[config.mk]
export PLATFORM = sky130hd
export DESIGN_NAME = hid_key_report_queue_unit_flat
export DESIGN_NICKNAME = d
export VERILOG_FILES = /design/src/rtl/core/hkrq_pkg.sv /design/src/rtl/core/hkrq_item_if.sv /design/src/rtl/core/hkrq_result_if.sv /design/src/rtl/core/hid_key_report_queue_unit.sv /design/src/flat_wrapper.sv
export VERILOG_INCLUDE_DIRS = /design/src /design/src/rtl/core
export SDC_FILE = /design/constraint.sdc
export NUM_CORES = 1
export LEC_CHECK = 0
export ABC_CLOCK_PERIOD_IN_PS = 3300
export BUFFER_PORTS_ARGS = -buffer_cell sky130_fd_sc_hd__buf_2
export CORE_UTILIZATION = 59
export DETAILED_ROUTE_END_ITERATION = 10
export GPL_TIMING_DRIVEN = 0
export HOLD_SLACK_MARGIN = 0.02
export PLACE_DENSITY = 0.75
export SYNTH_ARGS = -nofsm -noshare
export SYNTH_HDL_FRONTEND = slang
export SYNTH_SLANG_ARGS = --single-unit
[constraint.sdc]
create_clock -name clk_i -period 3.3 [get_ports clk_i]
set_input_delay 0.66 -clock clk_i [delete_from_list [all_inputs] [get_ports clk_i]]
set_output_delay 0.66 -clock clk_i [all_outputs]
set_load 0.005 [all_outputs]
[src/rtl/core/hid_key_report_queue_unit_assert.svh]
// Assertion macros for the keyboard report queue.
// Depends on nothing; taken in by the top level with `include.
`ifndef HID_KEY_REPORT_QUEUE_UNIT_ASSERT_SVH
`define HID_KEY_REPORT_QUEUE_UNIT_ASSERT_SVH

// Check that a condition implies another one in the same cycle
`define HKRQ_ASSERT_SAME(label, clk, rst_n, ante, cons, msg) \
  label: assert property (@(posedge clk) disable iff (!rst_n) (ante) |-> (cons)) \
    else $error(msg);

// Check that a condition implies another one in the following cycle
`define HKRQ_ASSERT_NEXT(label, clk, rst_n, ante, cons, msg) \
  label: assert property (@(posedge clk) disable iff (!rst_n) (ante) |=> (cons)) \
    else $error(msg);

`endif

[src/rtl/core/hkrq_pkg.sv]
// Shared types and constants of the keyboard report queue.
// Used by the channel interfaces and the top level; depends on nothing.
`timescale 1ns / 1ps

package hkrq_pkg;

  localparam int unsigned KIND_W  = 2;
  localparam int unsigned BYTE_W  = 8;
  localparam int unsigned LEVEL_W = 4;
  localparam int unsigned TIMER_W = 8;

  // Idle timer value after reset
  localparam logic [TIMER_W-1:0] IDLE_RESET = 8'd5;

  typedef enum logic [KIND_W-1:0] {
    KIND_SEND_KEY  = 2'd0,
    KIND_IDLE_TICK = 2'd1,
    KIND_EP_READY  = 2'd2,
    KIND_NONE      = 2'd3
  } kind_e;

  // One queued report: modifier in the high byte, key code in the low byte
  typedef struct packed {
    logic [BYTE_W-1:0] modifier;
    logic [BYTE_W-1:0] key;
  } report_t;

endpackage

[src/rtl/core/hkrq_item_if.sv]
// Input channel of the keyboard report queue: one item per handshake.
// Depends on hkrq_pkg.
`timescale 1ns / 1ps

interface hkrq_item_if;
  import hkrq_pkg::*;

  logic              valid;
  logic              ready;
  logic [KIND_W-1:0] kind;
  logic [BYTE_W-1:0] modifier;
  logic [BYTE_W-1:0] key_code;

  modport source (output valid, kind, modifier, key_code, input ready);
  modport sink   (input valid, kind, modifier, key_code, output ready);

endinterface

[src/rtl/core/hkrq_result_if.sv]
// Result channel of the keyboard report queue: one item per handshake.
// Depends on hkrq_pkg.
`timescale 1ns / 1ps

interface hkrq_result_if;
  import hkrq_pkg::*;

  logic               valid;
  logic               ready;
  logic               report_valid;
  logic [BYTE_W-1:0]  report_modifier;
  logic [BYTE_W-1:0]  report_key;
  logic               accepted;
  logic [LEVEL_W-1:0] queue_level;

  modport source (output valid, report_valid, report_modifier, report_key, accepted,
                  queue_level, input ready);
  modport sink   (input valid, report_valid, report_modifier, report_key, accepted,
                  queue_level, output ready);

endinterface

[src/rtl/core/hid_key_report_queue_unit.sv]
// Keyboard report queue: a ring of QUEUE_DEPTH two-byte reports held in one
// synchronous memory, with an idle repeat timer. A send-key item queues the key
// report and a release report when fewer than QUEUE_DEPTH-1 reports are queued,
// writing one memory entry per cycle, in ST_IDLE then ST_PUSH_REL. Idle ticks,
// endpoint-ready pops, empty items and refused send-keys go from ST_IDLE (queue
// update and memory access) straight to ST_EMIT (loads the result register once
// it is free). Exactly one result item leaves per input item. The result sits in
// an output register, so the next input item is taken while a result still
// waits. idle_rate may only be written while the block is idle. Depends on
// hkrq_pkg, hkrq_item_if, hkrq_result_if and the assertion macro header.
`timescale 1ns / 1ps

module hid_key_report_queue_unit #(
  parameter int unsigned QUEUE_DEPTH = 8
) (
  input  logic                      clk_i,
  input  logic                      rst_ni,
  input  logic                      cfg_we_i,
  input  logic [hkrq_pkg::BYTE_W-1:0] cfg_wdata_i,
  hkrq_item_if.sink                 item_i,
  hkrq_result_if.source             result_o
);
  import hkrq_pkg::*;

  `include "hid_key_report_queue_unit_assert.svh"

  localparam int unsigned IDX_W = (QUEUE_DEPTH > 1) ? $clog2(QUEUE_DEPTH) : 1;
  localparam int unsigned CNT_W = $clog2(QUEUE_DEPTH + 1);
  localparam logic [IDX_W-1:0] LAST_SLOT = IDX_W'(QUEUE_DEPTH - 1);
  localparam logic [CNT_W-1:0] CNT_LIMIT = CNT_W'(QUEUE_DEPTH - 1);
  localparam logic [CNT_W-1:0] CNT_FULL  = CNT_W'(QUEUE_DEPTH);

  typedef enum logic [1:0] {
    ST_IDLE,
    ST_PUSH_REL,
    ST_EMIT
  } state_e;

  state_e               state_q, state_d;
  logic [IDX_W-1:0]     rd_q, rd_d;
  logic [IDX_W-1:0]     wr_q, wr_d;
  logic [CNT_W-1:0]     cnt_q, cnt_d;
  logic [TIMER_W-1:0]   timer_q, timer_d;
  logic [BYTE_W-1:0]    idle_rate_q;
  logic                 res_acc_q, res_acc_d;
  logic                 res_pop_q, res_pop_d;
  logic                 out_valid_q, out_valid_d;
  logic                 out_rvalid_q, out_rvalid_d;
  report_t              out_report_q, out_report_d;
  logic                 out_acc_q, out_acc_d;
  logic [LEVEL_W-1:0]   out_level_q, out_level_d;

  logic                 item_fire;
  kind_e                item_kind;
  logic [IDX_W-1:0]     rd_next, wr_next;
  logic [31:0]          cnt_ext;

  // Report memory
  report_t              mem [QUEUE_DEPTH];
  logic                 mem_we;
  report_t              mem_wdata;
  logic                 mem_re;
  report_t              mem_rdata_q;

  assign item_fire = item_i.valid && item_i.ready;
  assign item_kind = kind_e'(item_i.kind);
  assign rd_next   = (rd_q == LAST_SLOT) ? '0 : rd_q + IDX_W'(1);
  assign wr_next   = (wr_q == LAST_SLOT) ? '0 : wr_q + IDX_W'(1);
  assign cnt_ext   = 32'(cnt_q);

  assign item_i.ready             = (state_q == ST_IDLE);
  assign result_o.valid           = out_valid_q;
  assign result_o.report_valid    = out_rvalid_q;
  assign result_o.report_modifier = out_report_q.modifier;
  assign result_o.report_key      = out_report_q.key;
  assign result_o.accepted        = out_acc_q;
  assign result_o.queue_level     = out_level_q;

  // Update queue pointers, timer and result register
  always_comb begin
    state_d      = state_q;
    rd_d         = rd_q;
    wr_d         = wr_q;
    cnt_d        = cnt_q;
    timer_d      = timer_q;
    res_acc_d    = res_acc_q;
    res_pop_d    = res_pop_q;
    out_valid_d  = out_valid_q && !result_o.ready;
    out_rvalid_d = out_rvalid_q;
    out_report_d = out_report_q;
    out_acc_d    = out_acc_q;
    out_level_d  = out_level_q;
    mem_we       = 1'b0;
    mem_wdata    = '0;
    mem_re       = 1'b0;

    unique case (state_q)
      ST_IDLE: begin
        if (item_fire) begin
          res_acc_d = 1'b0;
          res_pop_d = 1'b0;
          state_d   = ST_EMIT;
          unique case (item_kind)
            KIND_SEND_KEY: begin
              // Queue the key now and the release in the next cycle
              if (cnt_q < CNT_LIMIT) begin
                mem_we    = 1'b1;
                mem_wdata = '{modifier: item_i.modifier, key: item_i.key_code};
                wr_d      = wr_next;
                cnt_d     = cnt_q + CNT_W'(1);
                res_acc_d = 1'b1;
                state_d   = ST_PUSH_REL;
              end
            end
            KIND_IDLE_TICK: begin
              // Expire on one or zero, reload, and repeat a release if empty
              if (timer_q <= TIMER_W'(1)) begin
                timer_d = idle_rate_q;
                if (cnt_q == '0) begin
                  mem_we = 1'b1;
                  wr_d   = wr_next;
                  cnt_d  = cnt_q + CNT_W'(1);
                end
              end else begin
                timer_d = timer_q - TIMER_W'(1);
              end
            end
            KIND_EP_READY: begin
              // Read the oldest report; data arrives in the next cycle
              if (cnt_q != '0) begin
                mem_re    = 1'b1;
                rd_d      = rd_next;
                cnt_d     = cnt_q - CNT_W'(1);
                res_pop_d = 1'b1;
              end
            end
            KIND_NONE: begin
            end
          endcase
        end
      end
      ST_PUSH_REL: begin
        mem_we  = 1'b1;
        wr_d    = wr_next;
        cnt_d   = cnt_q + CNT_W'(1);
        state_d = ST_EMIT;
      end
      ST_EMIT: begin
        // Load the result register once it is free
        if (!out_valid_q || result_o.ready) begin
          out_valid_d  = 1'b1;
          out_rvalid_d = res_pop_q;
          out_report_d = res_pop_q ? mem_rdata_q : '0;
          out_acc_d    = res_acc_q;
          out_level_d  = cnt_ext[LEVEL_W-1:0];
          state_d      = ST_IDLE;
        end
      end
      default: begin
        state_d = ST_IDLE;
      end
    endcase
  end

  // Hold state, configuration and registered outputs
  always_ff @(posedge clk_i or negedge rst_ni) begin
    if (!rst_ni) begin
      state_q      <= ST_IDLE;
      rd_q         <= '0;
      wr_q         <= '0;
      cnt_q        <= '0;
      timer_q      <= IDLE_RESET;
      idle_rate_q  <= '0;
      res_acc_q    <= 1'b0;
      res_pop_q    <= 1'b0;
      out_valid_q  <= 1'b0;
      out_rvalid_q <= 1'b0;
      out_report_q <= '0;
      out_acc_q    <= 1'b0;
      out_level_q  <= '0;
    end else begin
      state_q      <= state_d;
      rd_q         <= rd_d;
      wr_q         <= wr_d;
      cnt_q        <= cnt_d;
      timer_q      <= timer_d;
      res_acc_q    <= res_acc_d;
      res_pop_q    <= res_pop_d;
      out_valid_q  <= out_valid_d;
      out_rvalid_q <= out_rvalid_d;
      out_report_q <= out_report_d;
      out_acc_q    <= out_acc_d;
      out_level_q  <= out_level_d;
      if (cfg_we_i) begin
        idle_rate_q <= cfg_wdata_i;
      end
    end
  end

  // Write one entry and read one entry per cycle
  always_ff @(posedge clk_i) begin
    if (mem_we) begin
      mem[wr_q] <= mem_wdata;
    end
    if (mem_re) begin
      mem_rdata_q <= mem[rd_q];
    end
  end

  `HKRQ_ASSERT_SAME(a_cnt_bound, clk_i, rst_ni, 1'b1, cnt_q <= CNT_FULL,
                    "report count beyond queue depth")
  `HKRQ_ASSERT_SAME(a_ptr_match, clk_i, rst_ni, (cnt_q == '0) || (cnt_q == CNT_FULL),
                    wr_q == rd_q, "read and write slots disagree with count")
  `HKRQ_ASSERT_NEXT(a_one_item, clk_i, rst_ni, item_fire, state_q != ST_IDLE,
                    "item taken while previous item still in work")

endmodule

[src/flat_wrapper.sv]
// flat-port wrapper written by rule: the top's interface ports become plain ports
module hid_key_report_queue_unit_flat import hkrq_pkg::*;
#(
  parameter int unsigned QUEUE_DEPTH = 8
)
  (clk_i, rst_ni, cfg_we_i, cfg_wdata_i, item_i_valid, item_i_kind, item_i_modifier, item_i_key_code, item_i_ready, result_o_valid, result_o_report_valid, result_o_report_modifier, result_o_report_key, result_o_accepted, result_o_queue_level, result_o_ready);
  hkrq_item_if item_i_i ();
  hkrq_result_if result_o_i ();
  input  logic clk_i;
  input  logic rst_ni;
  input  logic cfg_we_i;
  input  logic [hkrq_pkg::BYTE_W-1:0] cfg_wdata_i;
  input wire logic [$bits(item_i_i.valid)-1:0] item_i_valid;
  input wire logic [$bits(item_i_i.kind)-1:0] item_i_kind;
  input wire logic [$bits(item_i_i.modifier)-1:0] item_i_modifier;
  input wire logic [$bits(item_i_i.key_code)-1:0] item_i_key_code;
  output wire logic [$bits(item_i_i.ready)-1:0] item_i_ready;
  output wire logic [$bits(result_o_i.valid)-1:0] result_o_valid;
  output wire logic [$bits(result_o_i.report_valid)-1:0] result_o_report_valid;
  output wire logic [$bits(result_o_i.report_modifier)-1:0] result_o_report_modifier;
  output wire logic [$bits(result_o_i.report_key)-1:0] result_o_report_key;
  output wire logic [$bits(result_o_i.accepted)-1:0] result_o_accepted;
  output wire logic [$bits(result_o_i.queue_level)-1:0] result_o_queue_level;
  input wire logic [$bits(result_o_i.ready)-1:0] result_o_ready;
  assign item_i_i.valid = item_i_valid;
  assign item_i_i.kind = item_i_kind;
  assign item_i_i.modifier = item_i_modifier;
  assign item_i_i.key_code = item_i_key_code;
  assign item_i_ready = item_i_i.ready;
  assign result_o_valid = result_o_i.valid;
  assign result_o_report_valid = result_o_i.report_valid;
  assign result_o_report_modifier = result_o_i.report_modifier;
  assign result_o_report_key = result_o_i.report_key;
  assign result_o_accepted = result_o_i.accepted;
  assign result_o_queue_level = result_o_i.queue_level;
  assign result_o_i.ready = result_o_ready;
  hid_key_report_queue_unit #(.QUEUE_DEPTH(QUEUE_DEPTH)) u_core (.clk_i(clk_i), .rst_ni(rst_ni), .cfg_we_i(cfg_we_i), .cfg_wdata_i(cfg_wdata_i), .item_i(item_i_i), .result_o(result_o_i));
endmodule
; ---- Word-level counts from Yosys, hierarchy flattened
; Memory sizes are Yosys's and may differ from the RTL's. A register that Yosys moved wholly into a read port is not among the register bits.
; Cells that the tools add are included.
[totals]
output_inout_bits = 24
word_cells = 94
mem_count = 1
reg_bits = 53
in_bits = 31
ram_bits = 128
[mem_list]
columns = name, words, word_bits, rd, rd_ports_with_merged_regs, write_ports, line
row1 = u_core.mem, 8, 16, 1, 1, 1, hid_key_report_queue_unit.sv:59  ; report_t mem [QUEUE_DEPTH];
[classes]
eq_ne = 14
mux = 41
reduce_logical = 17
magnitude_cmp = 2
addsub = 5
[ops]
columns = operator, n
row1 = 2-to-1 mux 16 bit, 5
row2 = 2-to-1 mux 4 bit, 5
row3 = 2-to-1 mux 3 bit, 6
row4 = != test 3 bit (second input constant), 5
row5 = 2-to-1 mux 1 bit, 13
row6 = case mux 3 bit (2 select lines), 2
row7 = case mux 4 bit (3 select lines), 1
row8 = <= comparator 8 x 1 -> 1 bit (second input constant), 1
row9 = 2-to-1 mux 2 bit, 4
row10 = 2-to-1 mux 8 bit, 1
row11 = case mux 4 bit (2 select lines), 1
row12 = subtractor 8 x 1 -> 8 bit (second input constant), 1
row13 = AND reduction 7 bit, 1
row14 = adder 3 x 1 -> 3 bit (second input constant), 2
row15 = == test 3 bit (second input constant), 2
row16 = case mux 2 bit (3 select lines), 1
row17 = AND reduction 2 bit, 3
row18 = AND reduction 6 bit, 1
row19 = adder 4 x 1 -> 4 bit (second input constant), 1
row20 = == test 2 x 1 -> 1 bit (second input constant), 2
row21 = == test 2 bit (second input constant), 2
row22 = logical NOT 2 bit, 2
row23 = logical NOT 4 bit, 1
row24 = less-than comparator 4 x 3 -> 1 bit (second input constant), 1
row25 = other kinds (12), 15

; ---- Logic depth before layout (Yosys ltp)
[depth]
ltp_word = 8
depth_mapped = 8
depth_no_buf = 7

; ---- Worst setup path after synthesis
; No wires, ideal clock.
[synth_timing]
kind = input to register
from = input item_i_valid
to = memory u_core.mem[2][0] in the netlist's numbering (enable)
path_slack_ns = 0.245
path_buffers = 0
setup_time_ns = 0.400
cell_stages = 5
required_time_ns = 2.900
arrival_ns = 2.655
path_cell_list = or3b_4 -> nor3b_4 -> a311oi_4 -> nand2b_1 -> nor4_2
[synth_via]
elab_chain_len = 5
[synth_lines]
columns = element, line
row1 = start: declaration, flat_wrapper.sv:13  ; input wire logic [$bits(item_i_i.valid)-1:0] item_i_valid;
row2 = logical AND 1 bit, hid_key_report_queue_unit.sv:65  ; assign item_fire = item_i.valid && item_i.ready;
row3 = 2-to-1 mux 1 bit, hid_key_report_queue_unit.sv:99  ; if (item_fire) begin
row4 = case mux 1 bit (2 select lines), hid_key_report_queue_unit.sv:97  ; unique case (state_q)
row5 = 2-to-1 mux 1 bit, hid_key_report_queue_unit.sv:202  ; if (mem_we) begin
row6 = 2-to-1 mux 1 bit (implied by the code), hid_key_report_queue_unit.sv:203  ; mem[wr_q] <= mem_wdata;
row7 = end: declaration, hid_key_report_queue_unit.sv:59
; Every way passes these cells.

; ---- Final worst setup path
[layout_timing]
from = register u_core.state_q[0]
to = memory u_core.mem[2][4] in the netlist's numbering (enable)
[layout_via]
elab_chain_len = 6
elab_cells_between_ends = 7
cone_classes = eq/ne (1) / mux (4) / reduce/logical (2)
[layout_lines]
columns = element, line
row1 = start: declaration, hid_key_report_queue_unit.sv:39  ; state_e state_q, state_d;
row2 = start signal: assignment, hid_key_report_queue_unit.sv:182  ; state_q <= state_d;
row3 = logical NOT 2 bit, "hid_key_report_queue_unit.sv:71, hid_key_report_queue_unit.sv:97"
row4 = logical AND 1 bit, hid_key_report_queue_unit.sv:65
row5 = 2-to-1 mux 1 bit, hid_key_report_queue_unit.sv:99
row6 = case mux 1 bit (2 select lines) (*), hid_key_report_queue_unit.sv:97
row7 = 2-to-1 mux 1 bit (*), hid_key_report_queue_unit.sv:202
row8 = 2-to-1 mux 1 bit (implied by the code) (*), hid_key_report_queue_unit.sv:203
; Mark *: on every way between the ends. The rest lies on a longest branch, timed or not.

==> impl_metrics.py <==
metrics = {
    "timing": {
        "slew_headroom_pct": 21.93,
        "fmax_mhz": 331.8,
        "tightest_slew_ns": 1.171,
        "clock_skew_ns": 0.007520,
        "slew_viol_final": 0,
        "tns_ns": 0,
        "period_share_pct": 91.33,
        "period_needed_ns": 3.014,
        "timing_hold_violations_final": 0,
        "setup_violations": 0,
        "rsz0062_at_grt": "no",
    },
    "yosys": {
        "yosys.area.top_type_share_pct": 54.50,
        "synth_area_per_cell_um2": 16.88,
        "netlist_area_um2": 7934,
        "synth-simple-area-share_pct": 7.412,
        "synth_cell_types": 50,
        "synth.area.top_cells": "edfxtp_1 55%, dfrtp_1 16%, mux4_2 9.1%",
        "synthCells": 470,
        "yosysMostFrequentCell": "edfxtp_1",
        "synth-seq-cells": 197,
        "synthMuxAreaShare_pct": 13.77,
        "syn_nets": 509,
        "synthAdderAreaFrac_pct": 1.262,
        "synth_edf_count": 144,
        "synth_compound_area_share_pct": 4.085,
        "synth_common_cells": "144 x edfxtp_1, 51 x dfrtp_1, 45 x nand2_1",
        "ys_warn_count": 0,
        "synth_top_family_by_area": "multiplexers",
        "ys.flop_type": "edfxtp_1",
        "synth_xor_area_share_pct": 0.4416,
        "yosys.area.top_type": "edfxtp_1",
        "ys_async_sr_fraction_pct": 26.90,
        "synth-seq-area-share_pct": 71.25,
    },
    "clock_network": {
        "cts_sinks": 197,
        "root_buffer": "clkbuf_16",
        "cts_tree": "done",
        "clock_path_buffers": 2,
        "clkTransAtPathRegs_ns": 0.07,
        "htreeDepth": 4,
        "worstSkewPairLatency_ns": 0.43,
        "cts_inserted_buffers": 17,
        "hold_buffers": 0,
    },
    "drt": {
        "routed_wl_um": 15390,
        "via_count": 4344,
        "ant_nets": 0,
        "drc": 0,
        "routedWlPerCell_um": 20.83,
        "drt-initial-drc-count": 402,
        "vias_per_cell": 5.878,
        "drt_first_pass_iters": 8,
    },
    "setup_path": {
        "end_kind": "register",
        "cp-startpoint": "u_core.state_q[0]",
        "critPathRequiredTime_ns": 3.44,
        "cp-start-kind": "register",
        "crit_arrival_ns": 3.15,
        "crit_fanout": 9,
        "r2r_cells": 6,
        "path_class": "reg -> reg",
        "r2r-start": "u_core.state_q[0]",
    },
    "power_and_ir_drop": {
        "p_sw_mw": 2.138,
        "max-vdd-ir-drop_v": 0.0005084,
        "power_frac_seq_pct": 45.4,
        "swShare_pct": 29.66,
        "intPower_mw": 5.070,
        "clkPwrFrac_pct": 27.5,
        "power.density_nw_per_um2": 790.3,
        "power_leakage_nw": 3.378,
        "p_comb_share_pct": 27.1,
    },
    "die": {
        "design.core.area_um2": 13190,
        "die_y_um": 118.0,
        "die_x_um": 118.0,
        "die_area_um2": 13910,
        "io_pins": 55,
        "rows": 42,
        "start_util_pct": 60.15,
    },
    "grt": {
        "antenna_found_initial": 0,
        "grt_pass1_wl_um": 24560,
        "grt.overflow.total": 0,
        "grt_max_degree": 54,
        "grt_pass1_vias": 4352,
        "grtUsageTotal_pct": 24.26,
    },
    "final_layout": {
        "drive_gt1_share_pct": 31.32,
        "layout-area-overhead-vs-synth_pct": 14.95,
        "fin_area_um2": 9120,
        "layout.nets": 589,
    },
    "hold_path": {
        "holdCritPathClass": "in -> async",
    },
    "placed_design": {
        "gp_congestion": 0.8362,
        "port_buffers": 53,
        "placement.cell_area_um2": 8533,
        "dp_hpwl_um": 10170,
    },
    "status": {
        "status": "finished clean",
    },
    "job": {
        "drv_cap": 0,
    },
}
-- path summary, 6_finish.rpt --
check,to,slack [ns]
max,u_core.mem[2][4],0.29
min,u_core.idle_rate_q[6],0.45
max reg2reg,u_core.mem[2][4],0.29
min reg2reg,u_core.result_o.queue_level[0],0.47
max in group asynchronous,u_core.result_o.report_key[1],2.12
min in group clk_i,u_core.idle_rate_q[2],0.46
-- power by group through the flow --
stage          Sequential (mW)  Combinational, mW  Clock (mW)
2_1_floorplan             3.27               1.34           0
3_3_place_gp              3.30               1.86           0
3_5_place_dp              3.32               1.94           0
4_1_cts                   3.27               1.97        2.00
5_1_grt                   3.31               2.15        2.09
6_report                  3.27               1.95        1.99
-- registers in the layout, indices dropped and copies added (netlist names), 4 cells and up --
name / count
u_core.result_o.queue_level: 4
u_core.result_o.report_modifier: 8
u_core.result_o.report_key: 8
u_core.idle_rate_q: 8
u_core.timer_q: 8
u_core.mem: 128
u_core.mem_rdata_q: 16
u_core.cnt_q: 4
-- stage by stage --
stage / total power [mW] / utilization (%) / cells / setup WS, ns / hold WS [ns]
floorplan: 4.615 / - / 470 / 0.2453 / 0.3644
global placement: 5.161 / 63.83 / 699 / -0.8349 / 0.4600
detailed placement: 5.259 / 64.69 / 706 / -0.1852 / 0.4653
CTS: 7.238 / 68.97 / 737 / 0.07455 / 0.4509
global route: 7.549 / 69.12 / 738 / 0.1239 / 0.4648
finish: 7.208 / 69.14 / 739 / 0.2861 / 0.4543
-- worst max-delay path, cell delays in order (launching register included) --
cell	delay [ns]
dfrtp_1	0.47
or3b_4	0.48
nor3b_4	0.35
a311oi_4	0.19
nand2b_1	0.32
nor4_4	0.66
buf_6	0.25
-- metal layers --
metal / global-route usage [%] / vias to the layer above / share of wire, %
met5: 0 / - / 0
met3: 5.039 / 30 / 5.4
met4: 9.696 / 0 / 2.2
li1: - / 1963 / -
met2: 39.56 / 147 / 50
met1: 32.21 / 2204 / 42
-- layout make-up --
type | instances | area, um2
Inverter | 11 | 41.29
Antenna cell | 1 | 2.502
Tap cell | 176 | 220.2
Multi-Input combinational cell | 239 | 2163
Timing Repair Buffer | 61 | 375.4
Buffer | 23 | 100.1
Sequential cell | 197 | 5653
Clock inverter | 12 | 131.4
Clock buffer | 19 | 432.9
Fill cell | 888 | 4070
-- timing repair --
| item | CTS | global route |
|---|---|---|
| setup buffers | 0 | 1 |
| resized for setup | 0 | 0 |
| endpoints found under the setup margin | 0 | 16 |
-- placed cells by master, fill, tap and decap left out, types with 3 or more instances in the layout --
cell type	instances
buf_6	5
buf_8	3
edfxtp_1	144
mux2_2	31
dfrtp_1	51
nand3_1	5
buf_2	58
inv_1	11
clkbuf_1	17
o21ai_0	27
and2_1	17
clkbuf_16	17
ha_1	8
clkinv_4	3
nand2_1	45
mux4_2	32
xnor2_1	4
a21oi_1	11
nor2_2	7
o22ai_1	5
nor2_1	8
-- kinds of logic (layout without fill, tap and decap cells) --
family	count (synthesis)	after routing
DFF	197	197
and+or+nand+nor	109	109
muxes	65	65
AOI/OAI and AO/OA	53	53
buffers and inverters	34	126
adders and majority gates	8	8
xor gates and xnor gates	4	4
other	0	1
(Power assumes the default switching activity.)
